## src/hw/rtl/lew_pkg.sv

```systemverilog
// Shared constants, types and controller/datapath interface for the line editor.
`timescale 1ns / 1ps
`default_nettype none

package lew_pkg;

    localparam int LINE_CAPACITY = 64;
    localparam int MAX_RESULTS   = 64;
    localparam int WIDTH_CAP     = (LINE_CAPACITY < MAX_RESULTS) ? LINE_CAPACITY : MAX_RESULTS;
    localparam int ADDR_W        = $clog2(LINE_CAPACITY);
    localparam int LEN_W         = $clog2(LINE_CAPACITY + 1);

    localparam int KEY_W      = 8;
    localparam int GLYPH_W    = 7;
    localparam int COUNT_W    = 7;
    localparam int ACT_W      = 3;
    localparam int CFG_W      = 7;
    localparam int APB_DATA_W = 32;
    localparam int PADDR_W    = 3;
    localparam int REG_IDX_W  = PADDR_W - 2;

    localparam logic [CFG_W-1:0]     WIDTH_RESET    = 7'd40;
    localparam logic [REG_IDX_W-1:0] REG_LINE_WIDTH = '0;

    localparam logic [KEY_W-1:0] KEY_EOF    = 8'd4;
    localparam logic [KEY_W-1:0] KEY_LF     = 8'd10;
    localparam logic [KEY_W-1:0] KEY_CR     = 8'd13;
    localparam logic [KEY_W-1:0] KEY_KILL   = 8'd21;
    localparam logic [KEY_W-1:0] KEY_WERASE = 8'd23;
    localparam logic [KEY_W-1:0] KEY_SPACE  = 8'd32;
    localparam logic [KEY_W-1:0] KEY_TILDE  = 8'd126;
    localparam logic [KEY_W-1:0] KEY_DEL    = 8'd127;

    localparam logic [GLYPH_W-1:0] GLYPH_SPACE = 7'd32;

    typedef enum logic [ACT_W-1:0] {
        ACT_ECHO    = 3'd0,
        ACT_ERASE   = 3'd1,
        ACT_KILL    = 3'd2,
        ACT_BEEP    = 3'd3,
        ACT_NEWLINE = 3'd4,
        ACT_BREAK   = 3'd5,
        ACT_END     = 3'd6
    } action_t;

    typedef enum logic [2:0] {
        KC_EOF,
        KC_DEL,
        KC_KILL,
        KC_WERASE,
        KC_PRINT,
        KC_NEWLINE,
        KC_OTHER
    } key_class_t;

    typedef enum logic [2:0] {
        ST_IDLE,
        ST_DECODE,
        ST_WE_SP,
        ST_WE_WD,
        ST_WE_DONE,
        ST_WR_SCAN,
        ST_WR_BREAK,
        ST_COPY
    } state_t;

    typedef enum logic [2:0] {
        LEN_HOLD,
        LEN_INC,
        LEN_DEC,
        LEN_ZERO,
        LEN_SUB_PTR,
        LEN_TO_PTR
    } len_op_t;

    typedef enum logic [2:0] {
        PTR_HOLD,
        PTR_LEN,
        PTR_LEN_M1,
        PTR_DEC,
        PTR_INC
    } ptr_op_t;

    typedef enum logic [2:0] {
        RD_LEN_M1,
        RD_PTR,
        RD_PTR_M1,
        RD_PTR_M2,
        RD_SRC
    } rd_sel_t;

    typedef enum logic {
        WR_KEY,
        WR_COPY
    } wr_sel_t;

    typedef enum logic [1:0] {
        CNT_ZERO,
        CNT_ONE,
        CNT_LEN,
        CNT_LEN_SUB_PTR
    } cnt_sel_t;

    typedef enum logic [2:0] {
        LL_ZERO,
        LL_LEN,
        LL_LEN_M1,
        LL_LEN_P1,
        LL_PTR,
        LL_DST_P1
    } ll_sel_t;

    typedef enum logic [1:0] {
        GL_ZERO,
        GL_KEY,
        GL_RDATA
    } glyph_sel_t;

    typedef struct packed {
        logic       key_load;
        logic       fin_set;
        len_op_t    len_op;
        ptr_op_t    ptr_op;
        logic       rd_en;
        rd_sel_t    rd_sel;
        logic       wr_en;
        wr_sel_t    wr_sel;
        logic       copy_init;
        logic       copy_step;
        logic       out_load;
        action_t    out_act;
        cnt_sel_t   cnt_sel;
        ll_sel_t    ll_sel;
        glyph_sel_t glyph_sel;
        logic       out_last;
    } cmd_t;

    typedef struct packed {
        key_class_t key_class;
        logic       fin;
        logic       len_zero;
        logic       len_full;
        logic       len_wrap;
        logic       key_space;
        logic       ptr_zero;
        logic       ptr_one;
        logic       rd_space;
        logic       copy_last;
        logic       out_free;
    } sts_t;

endpackage

`default_nettype wire

```

## src/hw/rtl/lew_ram.sv

```systemverilog
// Generic single-write, single-read RAM with registered read data.
`timescale 1ns / 1ps
`default_nettype none

module lew_ram #(
    parameter int WIDTH = 8,
    parameter int DEPTH = 64
) (
    input  wire logic                     aclk,
    input  wire logic                     we,
    input  wire logic [$clog2(DEPTH)-1:0] waddr,
    input  wire logic [WIDTH-1:0]         wdata,
    input  wire logic                     re,
    input  wire logic [$clog2(DEPTH)-1:0] raddr,
    output logic      [WIDTH-1:0]         rdata
);

    logic [WIDTH-1:0] mem_reg [DEPTH];
    logic [WIDTH-1:0] rdata_reg;

    always_ff @(posedge aclk) begin
        if (we) begin
            mem_reg[waddr] <= wdata;
        end
        if (re) begin
            rdata_reg <= mem_reg[raddr];
        end
    end

    assign rdata = rdata_reg;

endmodule

`default_nettype wire

```

## src/hw/rtl/lew_datapath.sv

```systemverilog
// Line editor datapath: key register, line store, length, pointers and result register.
`timescale 1ns / 1ps
`default_nettype none

module lew_datapath (
    input  wire logic                          aclk,
    input  wire logic                          aresetn,
    input  wire logic [lew_pkg::KEY_W-1:0]     s_key_byte,
    input  wire logic [lew_pkg::CFG_W-1:0]     line_width,
    input  wire lew_pkg::cmd_t                 cmd,
    output lew_pkg::sts_t                      sts,
    output logic                               m_valid,
    input  wire logic                          m_ready,
    output logic      [lew_pkg::ACT_W-1:0]     m_action,
    output logic      [lew_pkg::GLYPH_W-1:0]   m_glyph,
    output logic      [lew_pkg::COUNT_W-1:0]   m_count,
    output logic      [lew_pkg::COUNT_W-1:0]   m_line_length,
    output logic                               m_last
);

    import lew_pkg::*;

    logic [KEY_W-1:0]   key_reg;
    logic [LEN_W-1:0]   len_reg, len_next;
    logic               fin_reg, fin_next;
    logic [LEN_W-1:0]   ptr_reg, ptr_next;
    logic [LEN_W-1:0]   src_reg, src_next;
    logic [LEN_W-1:0]   dst_reg, dst_next;
    logic               out_valid_reg, out_valid_next;
    action_t            out_act_reg;
    logic [GLYPH_W-1:0] out_glyph_reg;
    logic [COUNT_W-1:0] out_count_reg;
    logic [COUNT_W-1:0] out_len_reg;
    logic               out_last_reg;

    logic [LEN_W-1:0]   eff_w;
    logic [LEN_W-1:0]   len_m1, len_p1, ptr_m1, ptr_m2, ptr_p1, len_sub_ptr, dst_p1;
    logic [ADDR_W-1:0]  raddr, waddr;
    logic [GLYPH_W-1:0] wdata, rdata;
    logic               out_free;
    logic [LEN_W-1:0]   cnt_val, ll_val;
    logic [GLYPH_W-1:0] glyph_val;

    lew_ram #(
        .WIDTH(GLYPH_W),
        .DEPTH(LINE_CAPACITY)
    ) u_line_store (
        .aclk  (aclk),
        .we    (cmd.wr_en),
        .waddr (waddr),
        .wdata (wdata),
        .re    (cmd.rd_en),
        .raddr (raddr),
        .rdata (rdata)
    );

    always_comb begin
        eff_w = (int'(line_width) > WIDTH_CAP) ? LEN_W'(WIDTH_CAP) : LEN_W'(line_width);
        len_m1      = len_reg - LEN_W'(1);
        len_p1      = len_reg + LEN_W'(1);
        ptr_m1      = ptr_reg - LEN_W'(1);
        ptr_m2      = ptr_reg - LEN_W'(2);
        ptr_p1      = ptr_reg + LEN_W'(1);
        len_sub_ptr = len_reg - ptr_reg;
        dst_p1      = dst_reg + LEN_W'(1);
        out_free    = !out_valid_reg || m_ready;
    end

    always_comb begin
        unique case (cmd.rd_sel)
            RD_LEN_M1: raddr = len_m1[ADDR_W-1:0];
            RD_PTR:    raddr = ptr_reg[ADDR_W-1:0];
            RD_PTR_M1: raddr = ptr_m1[ADDR_W-1:0];
            RD_PTR_M2: raddr = ptr_m2[ADDR_W-1:0];
            RD_SRC:    raddr = src_reg[ADDR_W-1:0];
            default:   raddr = src_reg[ADDR_W-1:0];
        endcase
        if (cmd.wr_sel == WR_KEY) begin
            waddr = len_reg[ADDR_W-1:0];
            wdata = key_reg[GLYPH_W-1:0];
        end else begin
            waddr = dst_reg[ADDR_W-1:0];
            wdata = rdata;
        end
    end

    always_comb begin
        sts.fin       = fin_reg;
        sts.len_zero  = (len_reg == '0);
        sts.len_full  = (len_reg >= eff_w);
        sts.len_wrap  = ((LEN_W+1)'(len_reg) + (LEN_W+1)'(1)) >= (LEN_W+1)'(eff_w);
        sts.key_space = (key_reg == KEY_SPACE);
        sts.ptr_zero  = (ptr_reg == '0);
        sts.ptr_one   = (ptr_reg == LEN_W'(1));
        sts.rd_space  = (rdata == GLYPH_SPACE);
        sts.copy_last = (dst_p1 == len_reg);
        sts.out_free  = out_free;
        unique case (key_reg) inside
            KEY_EOF:              sts.key_class = KC_EOF;
            KEY_DEL:              sts.key_class = KC_DEL;
            KEY_KILL:             sts.key_class = KC_KILL;
            KEY_WERASE:           sts.key_class = KC_WERASE;
            KEY_CR, KEY_LF:       sts.key_class = KC_NEWLINE;
            [KEY_SPACE:KEY_TILDE]: sts.key_class = KC_PRINT;
            default:              sts.key_class = KC_OTHER;
        endcase
    end

    always_comb begin
        unique case (cmd.len_op)
            LEN_HOLD:    len_next = len_reg;
            LEN_INC:     len_next = len_p1;
            LEN_DEC:     len_next = len_m1;
            LEN_ZERO:    len_next = '0;
            LEN_SUB_PTR: len_next = len_sub_ptr;
            LEN_TO_PTR:  len_next = ptr_reg;
            default:     len_next = len_reg;
        endcase
        unique case (cmd.ptr_op)
            PTR_HOLD:   ptr_next = ptr_reg;
            PTR_LEN:    ptr_next = len_reg;
            PTR_LEN_M1: ptr_next = len_m1;
            PTR_DEC:    ptr_next = ptr_m1;
            PTR_INC:    ptr_next = ptr_p1;
            default:    ptr_next = ptr_reg;
        endcase
        src_next = src_reg;
        dst_next = dst_reg;
        if (cmd.copy_init) begin
            src_next = ptr_p1;
            dst_next = '0;
        end else if (cmd.copy_step) begin
            src_next = src_reg + LEN_W'(1);
            dst_next = dst_p1;
        end
        fin_next       = fin_reg || cmd.fin_set;
        out_valid_next = cmd.out_load || (out_valid_reg && !m_ready);
    end

    always_comb begin
        unique case (cmd.cnt_sel)
            CNT_ZERO:        cnt_val = '0;
            CNT_ONE:         cnt_val = LEN_W'(1);
            CNT_LEN:         cnt_val = len_reg;
            CNT_LEN_SUB_PTR: cnt_val = len_sub_ptr;
            default:         cnt_val = '0;
        endcase
        unique case (cmd.ll_sel)
            LL_ZERO:   ll_val = '0;
            LL_LEN:    ll_val = len_reg;
            LL_LEN_M1: ll_val = len_m1;
            LL_LEN_P1: ll_val = len_p1;
            LL_PTR:    ll_val = ptr_reg;
            LL_DST_P1: ll_val = dst_p1;
            default:   ll_val = '0;
        endcase
        unique case (cmd.glyph_sel)
            GL_ZERO:  glyph_val = '0;
            GL_KEY:   glyph_val = key_reg[GLYPH_W-1:0];
            GL_RDATA: glyph_val = rdata;
            default:  glyph_val = '0;
        endcase
    end

    always_ff @(posedge aclk) begin
        if (!aresetn) begin
            len_reg       <= '0;
            fin_reg       <= 1'b0;
            out_valid_reg <= 1'b0;
        end else begin
            len_reg       <= len_next;
            fin_reg       <= fin_next;
            out_valid_reg <= out_valid_next;
        end
    end

    always_ff @(posedge aclk) begin
        if (cmd.key_load) begin
            key_reg <= s_key_byte;
        end
        ptr_reg <= ptr_next;
        src_reg <= src_next;
        dst_reg <= dst_next;
        if (cmd.out_load) begin
            out_act_reg   <= cmd.out_act;
            out_glyph_reg <= glyph_val;
            out_count_reg <= COUNT_W'(cnt_val);
            out_len_reg   <= COUNT_W'(ll_val);
            out_last_reg  <= cmd.out_last;
        end
    end

    assign m_valid       = out_valid_reg;
    assign m_action      = out_act_reg;
    assign m_glyph       = out_glyph_reg;
    assign m_count       = out_count_reg;
    assign m_line_length = out_len_reg;
    assign m_last        = out_last_reg;

    // A new word must never overwrite a result that has not been taken.
    a_load_when_free: assert property (@(posedge aclk) disable iff (!aresetn)
        cmd.out_load |-> out_free)
        else $error("Result word loaded while the previous one is still pending.");

    // The store is never read and written at the same entry in one cycle.
    a_rw_apart: assert property (@(posedge aclk) disable iff (!aresetn)
        (cmd.rd_en && cmd.wr_en) |-> (raddr != waddr))
        else $error("Line store read and write collide.");

    a_fin_sticky: assert property (@(posedge aclk) disable iff (!aresetn)
        fin_reg |=> fin_reg)
        else $error("Session end flag cleared without reset.");

    a_len_cap: assert property (@(posedge aclk) disable iff (!aresetn)
        len_reg <= LEN_W'(WIDTH_CAP))
        else $error("Line length exceeds the store capacity.");

endmodule

`default_nettype wire

```

## src/hw/rtl/lew_ctrl.sv

```systemverilog
// Line editor controller: keystroke sequencing, word scans and wrap copy.
`timescale 1ns / 1ps
`default_nettype none

module lew_ctrl (
    input  wire logic          aclk,
    input  wire logic          aresetn,
    input  wire logic          s_valid,
    output logic               s_ready,
    input  wire lew_pkg::sts_t sts,
    output lew_pkg::cmd_t      cmd
);

    import lew_pkg::*;

    state_t state_reg, state_next;

    always_ff @(posedge aclk) begin
        if (!aresetn) begin
            state_reg <= ST_IDLE;
        end else begin
            state_reg <= state_next;
        end
    end

    always_comb begin
        state_next = state_reg;
        cmd        = '0;
        s_ready    = 1'b0;
        unique case (state_reg)
            ST_IDLE: begin
                s_ready      = 1'b1;
                cmd.key_load = s_valid;
                if (s_valid) begin
                    state_next = ST_DECODE;
                end
            end
            ST_DECODE: begin
                if (sts.fin) begin
                    state_next = ST_IDLE;
                end else begin
                    unique case (sts.key_class)
                        KC_EOF: begin
                            if (!sts.len_zero) begin
                                state_next = ST_IDLE;
                            end else if (sts.out_free) begin
                                cmd.out_load = 1'b1;
                                cmd.out_act  = ACT_END;
                                cmd.out_last = 1'b1;
                                cmd.fin_set  = 1'b1;
                                state_next   = ST_IDLE;
                            end
                        end
                        KC_DEL: begin
                            if (sts.out_free) begin
                                cmd.out_load = 1'b1;
                                cmd.out_last = 1'b1;
                                if (sts.len_zero) begin
                                    cmd.out_act = ACT_BEEP;
                                    cmd.ll_sel  = LL_LEN;
                                end else begin
                                    cmd.out_act = ACT_ERASE;
                                    cmd.cnt_sel = CNT_ONE;
                                    cmd.ll_sel  = LL_LEN_M1;
                                    cmd.len_op  = LEN_DEC;
                                end
                                state_next = ST_IDLE;
                            end
                        end
                        KC_KILL: begin
                            if (sts.out_free) begin
                                cmd.out_load = 1'b1;
                                cmd.out_last = 1'b1;
                                if (sts.len_zero) begin
                                    cmd.out_act = ACT_BEEP;
                                    cmd.ll_sel  = LL_LEN;
                                end else begin
                                    cmd.out_act = ACT_KILL;
                                    cmd.cnt_sel = CNT_LEN;
                                    cmd.ll_sel  = LL_ZERO;
                                    cmd.len_op  = LEN_ZERO;
                                end
                                state_next = ST_IDLE;
                            end
                        end
                        KC_WERASE: begin
                            if (sts.len_zero) begin
                                state_next = ST_IDLE;
                            end else begin
                                cmd.ptr_op = PTR_LEN;
                                cmd.rd_en  = 1'b1;
                                cmd.rd_sel = RD_LEN_M1;
                                state_next = ST_WE_SP;
                            end
                        end
                        KC_PRINT: begin
                            if (sts.len_full || (sts.len_wrap && !sts.key_space && sts.len_zero))
                            begin
                                if (sts.out_free) begin
                                    cmd.out_load = 1'b1;
                                    cmd.out_last = 1'b1;
                                    cmd.out_act  = ACT_BEEP;
                                    cmd.ll_sel   = LL_LEN;
                                    state_next   = ST_IDLE;
                                end
                            end else if (!sts.len_wrap) begin
                                if (sts.out_free) begin
                                    cmd.wr_en     = 1'b1;
                                    cmd.wr_sel    = WR_KEY;
                                    cmd.len_op    = LEN_INC;
                                    cmd.out_load  = 1'b1;
                                    cmd.out_last  = 1'b1;
                                    cmd.out_act   = ACT_ECHO;
                                    cmd.glyph_sel = GL_KEY;
                                    cmd.ll_sel    = LL_LEN_P1;
                                    state_next    = ST_IDLE;
                                end
                            end else if (sts.key_space) begin
                                if (sts.out_free) begin
                                    cmd.len_op   = LEN_ZERO;
                                    cmd.out_load = 1'b1;
                                    cmd.out_last = 1'b1;
                                    cmd.out_act  = ACT_BREAK;
                                    cmd.cnt_sel  = CNT_ZERO;
                                    cmd.ll_sel   = LL_ZERO;
                                    state_next   = ST_IDLE;
                                end
                            end else begin
                                cmd.wr_en  = 1'b1;
                                cmd.wr_sel = WR_KEY;
                                cmd.len_op = LEN_INC;
                                cmd.ptr_op = PTR_LEN_M1;
                                cmd.rd_en  = 1'b1;
                                cmd.rd_sel = RD_LEN_M1;
                                state_next = ST_WR_SCAN;
                            end
                        end
                        KC_NEWLINE: begin
                            if (sts.out_free) begin
                                cmd.out_load = 1'b1;
                                cmd.out_last = 1'b1;
                                cmd.out_act  = ACT_NEWLINE;
                                cmd.ll_sel   = LL_ZERO;
                                cmd.len_op   = LEN_ZERO;
                                state_next   = ST_IDLE;
                            end
                        end
                        default: begin
                            if (sts.out_free) begin
                                cmd.out_load = 1'b1;
                                cmd.out_last = 1'b1;
                                cmd.out_act  = ACT_BEEP;
                                cmd.ll_sel   = LL_LEN;
                                state_next   = ST_IDLE;
                            end
                        end
                    endcase
                end
            end
            ST_WE_SP: begin
                cmd.ptr_op = PTR_DEC;
                if (sts.ptr_one) begin
                    state_next = ST_WE_DONE;
                end else begin
                    cmd.rd_en  = 1'b1;
                    cmd.rd_sel = RD_PTR_M2;
                    if (!sts.rd_space) begin
                        state_next = ST_WE_WD;
                    end
                end
            end
            ST_WE_WD: begin
                if (sts.rd_space) begin
                    state_next = ST_WE_DONE;
                end else begin
                    cmd.ptr_op = PTR_DEC;
                    if (sts.ptr_one) begin
                        state_next = ST_WE_DONE;
                    end else begin
                        cmd.rd_en  = 1'b1;
                        cmd.rd_sel = RD_PTR_M2;
                    end
                end
            end
            ST_WE_DONE: begin
                if (sts.out_free) begin
                    cmd.out_load = 1'b1;
                    cmd.out_last = 1'b1;
                    cmd.out_act  = ACT_ERASE;
                    cmd.cnt_sel  = CNT_LEN_SUB_PTR;
                    cmd.ll_sel   = LL_PTR;
                    cmd.len_op   = LEN_TO_PTR;
                    state_next   = ST_IDLE;
                end
            end
            ST_WR_SCAN: begin
                if (!sts.rd_space && !sts.ptr_zero) begin
                    cmd.ptr_op = PTR_DEC;
                    cmd.rd_en  = 1'b1;
                    cmd.rd_sel = RD_PTR_M1;
                end else if (sts.rd_space) begin
                    cmd.ptr_op = PTR_INC;
                    state_next = ST_WR_BREAK;
                end else if (sts.out_free) begin
                    cmd.out_load = 1'b1;
                    cmd.out_last = 1'b1;
                    cmd.out_act  = ACT_BEEP;
                    cmd.ll_sel   = LL_LEN_M1;
                    cmd.len_op   = LEN_DEC;
                    state_next   = ST_IDLE;
                end
            end
            ST_WR_BREAK: begin
                if (sts.out_free) begin
                    cmd.out_load  = 1'b1;
                    cmd.out_act   = ACT_BREAK;
                    cmd.cnt_sel   = CNT_LEN_SUB_PTR;
                    cmd.ll_sel    = LL_ZERO;
                    cmd.len_op    = LEN_SUB_PTR;
                    cmd.copy_init = 1'b1;
                    cmd.rd_en     = 1'b1;
                    cmd.rd_sel    = RD_PTR;
                    state_next    = ST_COPY;
                end
            end
            ST_COPY: begin
                if (sts.out_free) begin
                    cmd.out_load  = 1'b1;
                    cmd.out_act   = ACT_ECHO;
                    cmd.glyph_sel = GL_RDATA;
                    cmd.ll_sel    = LL_DST_P1;
                    cmd.out_last  = sts.copy_last;
                    cmd.wr_en     = 1'b1;
                    cmd.wr_sel    = WR_COPY;
                    cmd.copy_step = 1'b1;
                    if (sts.copy_last) begin
                        state_next = ST_IDLE;
                    end else begin
                        cmd.rd_en  = 1'b1;
                        cmd.rd_sel = RD_SRC;
                    end
                end
            end
            default: begin
                state_next = ST_IDLE;
            end
        endcase
    end

endmodule

`default_nettype wire

```

## src/hw/rtl/line_editor_erase_kill_wrap_core.sv

```systemverilog
// Terminal line editor with erase, kill, word erase and word wrap.
// Keystroke words enter on the s_ channel (s_valid/s_ready, s_key_byte) and display
// action words leave on the m_ channel (m_valid/m_ready, action, glyph, count,
// line_length, last); last marks the final word caused by one keystroke.
// The line width register sits at byte address 0 of the APB port; pready is always high.
// One keystroke is taken at a time. A simple key is decoded from the key register and its
// word is loaded into the output register once that register is free. Word erase walks the
// line store back one entry per cycle. A wrap walks back over the last word (one store read
// per cycle), then moves it to the line start at one character per cycle while the receiver
// keeps up, one echo word each. The single read port of the line store paces these walks.
// s_ready is high again as soon as the last word is in the output register, so the next
// keystroke is taken while that word waits. When the receiver stalls, the block holds
// its word and waits before writing the next one; nothing is dropped.
// Reset empties the line, clears the session end flag and sets the width to 40; the
// store contents are not cleared, as only entries below the length are ever read.
`timescale 1ns / 1ps
`default_nettype none

module line_editor_erase_kill_wrap_core (
    input  wire logic                              aclk,
    input  wire logic                              aresetn,
    input  wire logic                              s_valid,
    output logic                                   s_ready,
    input  wire logic [lew_pkg::KEY_W-1:0]         s_key_byte,
    output logic                                   m_valid,
    input  wire logic                              m_ready,
    output logic      [lew_pkg::ACT_W-1:0]         m_action,
    output logic      [lew_pkg::GLYPH_W-1:0]       m_glyph,
    output logic      [lew_pkg::COUNT_W-1:0]       m_count,
    output logic      [lew_pkg::COUNT_W-1:0]       m_line_length,
    output logic                                   m_last,
    input  wire logic                              psel,
    input  wire logic                              penable,
    input  wire logic                              pwrite,
    input  wire logic [lew_pkg::PADDR_W-1:0]       paddr,
    input  wire logic [lew_pkg::APB_DATA_W-1:0]    pwdata,
    output logic      [lew_pkg::APB_DATA_W-1:0]    prdata,
    output logic                                   pready
);

    import lew_pkg::*;

    logic [CFG_W-1:0]     width_reg, width_next;
    logic [REG_IDX_W-1:0] reg_idx;
    cmd_t                 cmd;
    sts_t                 sts;

    assign reg_idx = paddr[PADDR_W-1:2];
    assign pready  = 1'b1;

    always_comb begin
        width_next = width_reg;
        if (psel && penable && pwrite && (reg_idx == REG_LINE_WIDTH)) begin
            width_next = pwdata[CFG_W-1:0];
        end
        prdata = '0;
        if (reg_idx == REG_LINE_WIDTH) begin
            prdata[CFG_W-1:0] = width_reg;
        end
    end

    always_ff @(posedge aclk) begin
        if (!aresetn) begin
            width_reg <= WIDTH_RESET;
        end else begin
            width_reg <= width_next;
        end
    end

    lew_ctrl u_ctrl (
        .aclk    (aclk),
        .aresetn (aresetn),
        .s_valid (s_valid),
        .s_ready (s_ready),
        .sts     (sts),
        .cmd     (cmd)
    );

    lew_datapath u_datapath (
        .aclk          (aclk),
        .aresetn       (aresetn),
        .s_key_byte    (s_key_byte),
        .line_width    (width_reg),
        .cmd           (cmd),
        .sts           (sts),
        .m_valid       (m_valid),
        .m_ready       (m_ready),
        .m_action      (m_action),
        .m_glyph       (m_glyph),
        .m_count       (m_count),
        .m_line_length (m_line_length),
        .m_last        (m_last)
    );

endmodule

`default_nettype wire
```

## config.mk

```make
export PLATFORM = sky130hd
export DESIGN_NAME = line_editor_erase_kill_wrap_core
export DESIGN_NICKNAME = d
export VERILOG_FILES = /design/src/hw/rtl/lew_pkg.sv /design/src/hw/rtl/lew_ram.sv /design/src/hw/rtl/lew_datapath.sv /design/src/hw/rtl/lew_ctrl.sv /design/src/hw/rtl/line_editor_erase_kill_wrap_core.sv
export SDC_FILE = /design/constraint.sdc
export NUM_CORES = 1
export LEC_CHECK = 0
export ABC_CLOCK_PERIOD_IN_PS = 14200
export BUFFER_PORTS_ARGS = -buffer_cell sky130_fd_sc_hd__buf_2
export CAP_MARGIN = 20
export CORE_ASPECT_RATIO = 0.7
export CORE_MARGIN = 10
export CORE_UTILIZATION = 60
export DETAILED_ROUTE_END_ITERATION = 10
export PLACE_DENSITY = 0.9
export SETUP_SLACK_MARGIN = 0.3
export SLEW_MARGIN = 20
export SYNTH_ARGS = -nofsm -noshare
export SYNTH_HDL_FRONTEND = slang
export SYNTH_SLANG_ARGS = --single-unit
export TNS_END_PERCENT = 5
```

## constraint.sdc

```tcl
create_clock -name aclk -period 14.2 [get_ports aclk]
set_input_delay 2.84 -clock aclk [delete_from_list [all_inputs] [get_ports aclk]]
set_output_delay 2.84 -clock aclk [all_outputs]
set_load 0.02 [all_outputs]
```

### Word-level counts from Yosys, hierarchy flattened

Memories as Yosys holds them, arrays and structs flattened. A register that Yosys moved wholly into a read port is not among the register bits.
Index checks and enable logic that the tools add are counted.

| cells by class | value |
|---|---|
| add/sub/neg operators | 9 |
| $mul | 0 |
| div/mod/pow operators | 0 |
| $lt $le $gt $ge | 5 |
| equal/unequal tests | 51 |
| shifts and indexed selects | 0 |
| muxes and demuxes | 122 |
| bitwise operators | 1 |
| reductions and logical operators | 29 |

Operators with widths:

| operator | number |
|---|---|
| $mux 3 | 28 |
| $pmux 7 s5 | 2 |
| $pmux 7 s4 | 2 |
| $mux 9 | 6 |
| $mux 4 | 13 |
| $pmux 3 s4 | 4 |
| $pmux 4 s6 | 2 |
| $mux 7 | 6 |
| $eq 3x2->1 const B | 12 |
| $eq 3x3->1 const B | 11 |
| $mux 2 | 15 |
| $add 7x1->7 const B | 4 |
| $pmux 7 s2 | 2 |
| $mux 12 | 2 |
| $mux 6 | 4 |
| $pmux 3 s8 | 1 |
| $pmux 6 s4 | 1 |
| $pmux 4 s5 | 1 |
| $mux 1 | 19 |
| $eq 3x1->1 const B | 6 |
| $pmux 3 s6 | 1 |
| $eq 8x4->1 const B | 2 |
| $eq 8x5->1 const B | 2 |
| $mux 5 | 3 |
| 42 further kinds | 68 |

| storage, ports and cells | value |
|---|---|
| bits in registers | 73 |
| latch bits | 0 |
| bits in writable memories | 448 |
| memory bits (read-only) | 0 |
| input port bits | 50 |
| output and inout bits | 60 |
| word-level logic and storage cells | 232 |
| memories kept | 1 |

Memory list:

| name | depth | width | rd ports | clocked after memory_dff | wr ports | line | RTL |
|---|---|---|---|---|---|---|---|
| u_datapath.u_line_store.mem_reg | 64 | 7 | 1 | 1 | 1 | lew_ram.sv:18 | `logic [WIDTH-1:0] mem_reg [DEPTH];` |

### Logic depth before layout (Yosys ltp)

| logic depth | value |
|---|---|
| depth in word-level cells | 12 |
| depth in mapped cells | 16 |
| gate-level depth less buffers | 15 |

### By module

A second synthesis with hierarchy kept.

| second synthesis, totals | value |
|---|---|
| cells, all modules | 1631 |
| area, all modules | 24324.6 um^2 |

By module, submodules not included:

| module | instances | cells each | area an instance (um^2) | seq. area each (um^2) |
|---|---|---|---|---|
| lew_ram | 1 | 837 | 17743.3 | 13663.1 |
| lew_datapath | 1 | 592 | 5117.4 | 1701.6 |
| lew_ctrl | 1 | 136 | 902.1 | 60.1 |
| line_editor_erase_kill_wrap_core | 1 | 66 | 561.8 | 140.1 |

### Worst setup path before layout

Ideal clock, no wire load.

| timing | value |
|---|---|
| path type | in2reg |
| from | input port m_ready |
| to | memory u_datapath.u_line_store.mem_reg[0][2] in the netlist's numbering, data pin |
| setup time | 0.702 ns |
| data arrival time | 6.592 ns |
| required time | 13.498 ns |
| setup slack | 6.906 ns |
| stages on the path | 8 |
| buffers on the path | 3 |
| cells stage by stage | nand2b_1 -> nand3_1 -> inv_2 -> and2_1 -> buf_2 -> buf_1 -> buf_1 -> o21ai_0 |

| between the ends | value |
|---|---|
| cells in the longest elaborated chain, start to end | 4 |

Ends and longest elaborated chain:

| item | line | RTL |
|---|---|---|
| start: declaration | line_editor_erase_kill_wrap_core.sv:26 | `input wire logic m_ready,` |
| $logic_or 1x1->1 | lew_datapath.sv:66 | `out_free = !out_valid_reg \|\| m_ready;` |
| $mux 6 | lew_ctrl.sv:227 | `if (sts.out_free) begin` |
| $pmux 2 s2 | lew_ctrl.sv:30 | `unique case (state_reg)` |
| $mux 7 | lew_datapath.sv:78 | `if (cmd.wr_sel == WR_KEY) begin` |
| net u_datapath.u_line_store.wdata[2] | lew_ram.sv:12 | `input wire logic [WIDTH-1:0] wdata,` |
| end: declaration | lew_ram.sv:18 |  |

The timed path passes the listed nets, and every way through them passes these cells.

### Worst setup path after layout

| timing | value |
|---|---|
| from | input port m_ready |
| to | register u_datapath.u_line_store.rdata_reg[6], in the netlist u_datapath.u_line_store.rdata[6], read port of u_datapath.u_line_store.mem_reg, data pin |

| between the ends | value |
|---|---|
| cells in the longest elaborated chain, start to end | 5 |
| elaborated cells on any way between the ends | 9 |
| those cells by class | eq/ne: 3; mux: 4; reduce/logical: 2 |

Ends and longest elaborated chain:

| item | line | RTL |
|---|---|---|
| $logic_or 1x1->1 * | lew_datapath.sv:66 |  |
| $mux 6 or $mux 4 (tied branches) | lew_ctrl.sv:227, lew_ctrl.sv:214 |  |
| $pmux 4 s6 * | lew_ctrl.sv:30 |  |
| $eq 3x2->1 (tied with other cells) | lew_datapath.sv:70 | `unique case (cmd.rd_sel)` |
| $pmux 6 s4 | lew_datapath.sv:70 |  |
| end: declaration | lew_ram.sv:19 | `logic [WIDTH-1:0] rdata_reg;` |

Every way passes the cells marked *; elsewhere a longest branch is shown, timed or not.
A chain may end at the register's enable or synchronous reset.

==> flow_metrics.py <==
metrics = {
    "status": {
        "status": "complete, no violations",
    },
    "synth": {
        "synth_flop_cell": "edfxtp_1",
        "ys_types": 96,
        "syn_inst": 1987,
        "synth.area.top_cells": "edfxtp_1, a21oi_1, nand2_1",
        "synthSimpleGateAreaFrac_pct": 11.1,
        "ys_seq_area_share_pct": 64.4,
        "yosys_warnings": 0,
        "avgSynthCellArea_sq_um": 12.2,
        "async_reset_ff_share_pct": 0,
        "synth-compound-area-share_pct": 16.5,
        "ys_seq_elements": 527,
        "synthAdderAreaFrac_pct": 1.89,
        "synth_top_area_cell": "edfxtp_1",
        "synth_xor_area_share_pct": 1.53,
        "synth_edf_count": 501,
        "synth_top_family_by_area": "compound AO/OA/AOI/OAI gates",
        "synth_mux_area_share_pct": 0.678,
        "synth.top_cell.area_share_pct": 62.2,
        "syn_area_sq_um": 24200,
    },
    "cts": {
        "cts_resized": 0,
        "clk_pin_slew_worst_paths_ns": 0.07,
        "cts-root-buf": "clkbuf_16",
        "clk_path_buf_depth": 3,
        "htree_levels": 2,
        "cts_setup_buffers": 0,
        "cts_tree": "built",
        "numCtsBuffers": 48,
        "cts.sinks": 527,
        "ctsHoldBuffers": 0,
        "clock_latency_ns": 0.60,
    },
    "power": {
        "clkPwrFrac_pct": 33.2,
        "pwr-share-seq_pct": 46.9,
        "swShare_pct": 30.5,
        "power_leakage_nw": 8.62,
        "power_density_nw_per_um2": 147,
        "pwr-share-comb_pct": 19.9,
        "p_int_w": 0.00267,
        "p_sw_w": 0.00117,
        "peakVddDrop_v": 0.000104,
    },
    "min_path": {
        "min-delay-start": "width_reg[5]",
        "holdCritPathClass": "flip-flop to flip-flop",
    },
    "worst_setup_path": {
        "path_buf_inv": 4,
        "start_kind": "input port",
        "timing.rr.start": "u_datapath.ptr_reg[0]",
        "crit_top_cell": "inv_2",
        "slowest_delay_ns": 1.04,
        "path_cells": "buf_2 -> nand2b_1 -> nand3_1 -> inv_2 -> and2_1 -> inv_2 -> a21oi_4 -> o41a_2 -> buf_4 -> a21oi_1 -> a221oi_1 -> o41ai_1 -> nand4_1",
        "cpLargestDelayFamily": "compound AO/OA/AOI/OAI gates",
        "slowest_stage": "o41ai_1",
        "startpoint": "m_ready",
        "setup.worst_path.end_class": "flip-flop",
        "crit_required_ns": 14.47,
        "worstPathArrival_ns": 7.87,
        "path_max_fanout": 62,
        "critPathKind": "input port to flip-flop",
    },
    "cells_and_area": {
        "finalInstanceArea_sq_um": 26200,
        "final_common_cell": "edfxtp_1",
        "drive_gt1_share_pct": 9.61,
        "largest_reg_flops": 448,
        "area.sequential_sq_um": 15600,
        "final_util_pct": 65.8,
        "nNetsFinal": 2068,
        "final_cell_mix": "edfxtp_1, nand2_1, a21oi_1",
        "antenna_cells": 0,
        "area_delta_synth_final_pct": 8.22,
        "multiInputGateArea_sq_um": 7820,
        "n_fill_cell": 2671,
    },
    "timing": {
        "fmax_mhz": 132,
        "rsz0062_at_grt": "no",
        "hold_violations": 0,
        "relSlewSlack_pct": 15.9,
        "slew_viol_final": 0,
        "setup_tns_ns": 0,
        "post-route-period-util_pct": 53.5,
        "tightest_slew_ns": 1.25,
        "finClkSkew_ns": 0.0204,
        "period_minus_slack_ns": 7.60,
        "final-setup-viol-count": 0,
    },
    "global_routing": {
        "grt_pass1_vias": 16600,
        "antenna_found_initial": 0,
        "grt_usage_pct": 26.2,
        "grt_max_degree": 222,
        "grt_pass1_wl_um": 99300,
        "grt_overflow": 0,
    },
    "floorplan": {
        "start_util_pct": 60.8,
        "fp.dieH_um": 188,
        "num_rows": 61,
        "dieArea_sq_um": 48900,
        "core_area_sq_um": 39800,
        "boundaryPins": 110,
        "die-width_um": 260,
    },
    "flow_run": {
        "drv_cap": 0,
    },
    "drt": {
        "drtPass1Iterations": 7,
        "drtAntennaViolNets": 0,
        "drc_errors": 0,
        "drt_iter0_markers": 3294,
        "routed-via-count": 17700,
        "via_per_inst": 6.92,
        "wire_per_inst_um": 26.0,
        "wirelength_um": 66400,
    },
    "placement": {
        "gp_congestion": 0.982,
        "placed_cell_area_sq_um": 24600,
        "hpwl_um": 41700,
        "port_buffers": 56,
    },
}
area by class of cell:
class / instances / share of cell area (%)
tap: 535 / 2.56
sequential: 527 / 59.5
multi-input combinational: 1295 / 29.9
clock buffer: 63 / 4.81
timing repair buffer: 82 / 1.89
inverter: 28 / 0.402
clock inverter: 24 / 0.976
logic make-up (layout without fill, tap and decap cells):
| family | Yosys count | count (layout) |
|---|---|---|
| XOR/XNOR | 37 | 37 |
| buffers and inverters | 189 | 197 |
| multiplexers | 15 | 15 |
| other | 2 | 26 |
| AO/OA/AOI/OAI | 586 | 586 |
| flip-flops | 527 | 527 |
| adder cells (fa/ha/maj) | 36 | 36 |
| AND/OR/NAND/NOR | 595 | 595 |
through the flow:
| step | std cells | power [W] | setup slack (ns) | hold slack [ns] |
|---|---|---|---|---|
| after floorplan | 2011 | 0.00233 | 6.91 | 0.460 |
| after global placement | 2465 | 0.00253 | 6.35 | 0.475 |
| after detailed placement | 2465 | 0.00256 | 6.22 | 0.487 |
| after CTS | 2552 | 0.00381 | 6.78 | 0.501 |
| after global routing | 2554 | 0.00395 | 6.49 | 0.538 |
| final | 2554 | 0.00384 | 6.60 | 0.499 |
power by group through the flow:
stage               logic [W]  registers (W)  clock network (W)
floorplan            0.000502        0.00183                  0
global placement     0.000698        0.00183                  0
detailed placement   0.000727        0.00183                  0
CTS                  0.000734        0.00180            0.00128
global route         0.000809        0.00180            0.00134
finish               0.000764        0.00180            0.00128
cell usage after synthesis, types with 4 or more instances:
master,count
a211o_1,4
a21o_1,15
a21oi_1,263
a221oi_1,109
a22o_1,6
a22oi_1,14
a31oi_1,7
and2_1,10
and3_1,10
buf_1,19
buf_2,59
buf_4,36
clkbuf_1,44
dfxtp_1,26
edfxtp_1,501
ha_1,35
inv_1,25
mux2i_1,13
nand2_1,317
nand2b_1,10
nand3_1,28
nand3b_1,7
nand4_1,13
nor2_1,114
nor2b_1,19
nor3_1,23
nor3b_1,5
nor4_1,4
o211ai_1,7
o21a_1,5
o21ai_0,38
o21ai_1,10
o21bai_1,4
o22ai_1,9
o31ai_1,12
o41ai_1,29
or3_1,12
xnor2_1,21
xor2_1,13
tightest hold or removal path, stage by stage, from the launching register on:
cell     delay (ns)
dfxtp_1        0.34
mux2i_1        0.07
nand2_1        0.06
metal layers:
metal	vias up	track usage, %	part of all wire, %
met5	-	0	0.081
met4	2	7.20	2.2
met3	143	8.46	16
met2	1458	38.1	44
met1	8535	37.1	38
li1	7527	-	-
path summary, 6_finish.rpt:
check                                          end  slack [ns]  cells after the start
setup / recovery  u_datapath.u_line_store.rdata[6]        6.60                     13
hold / removal                        width_reg[5]        0.50                      2
setup reg to reg  u_datapath.u_line_store.rdata[6]        8.51                     11
hold reg to reg                       width_reg[5]        0.50                      2
(Power assumes the default switching activity.)
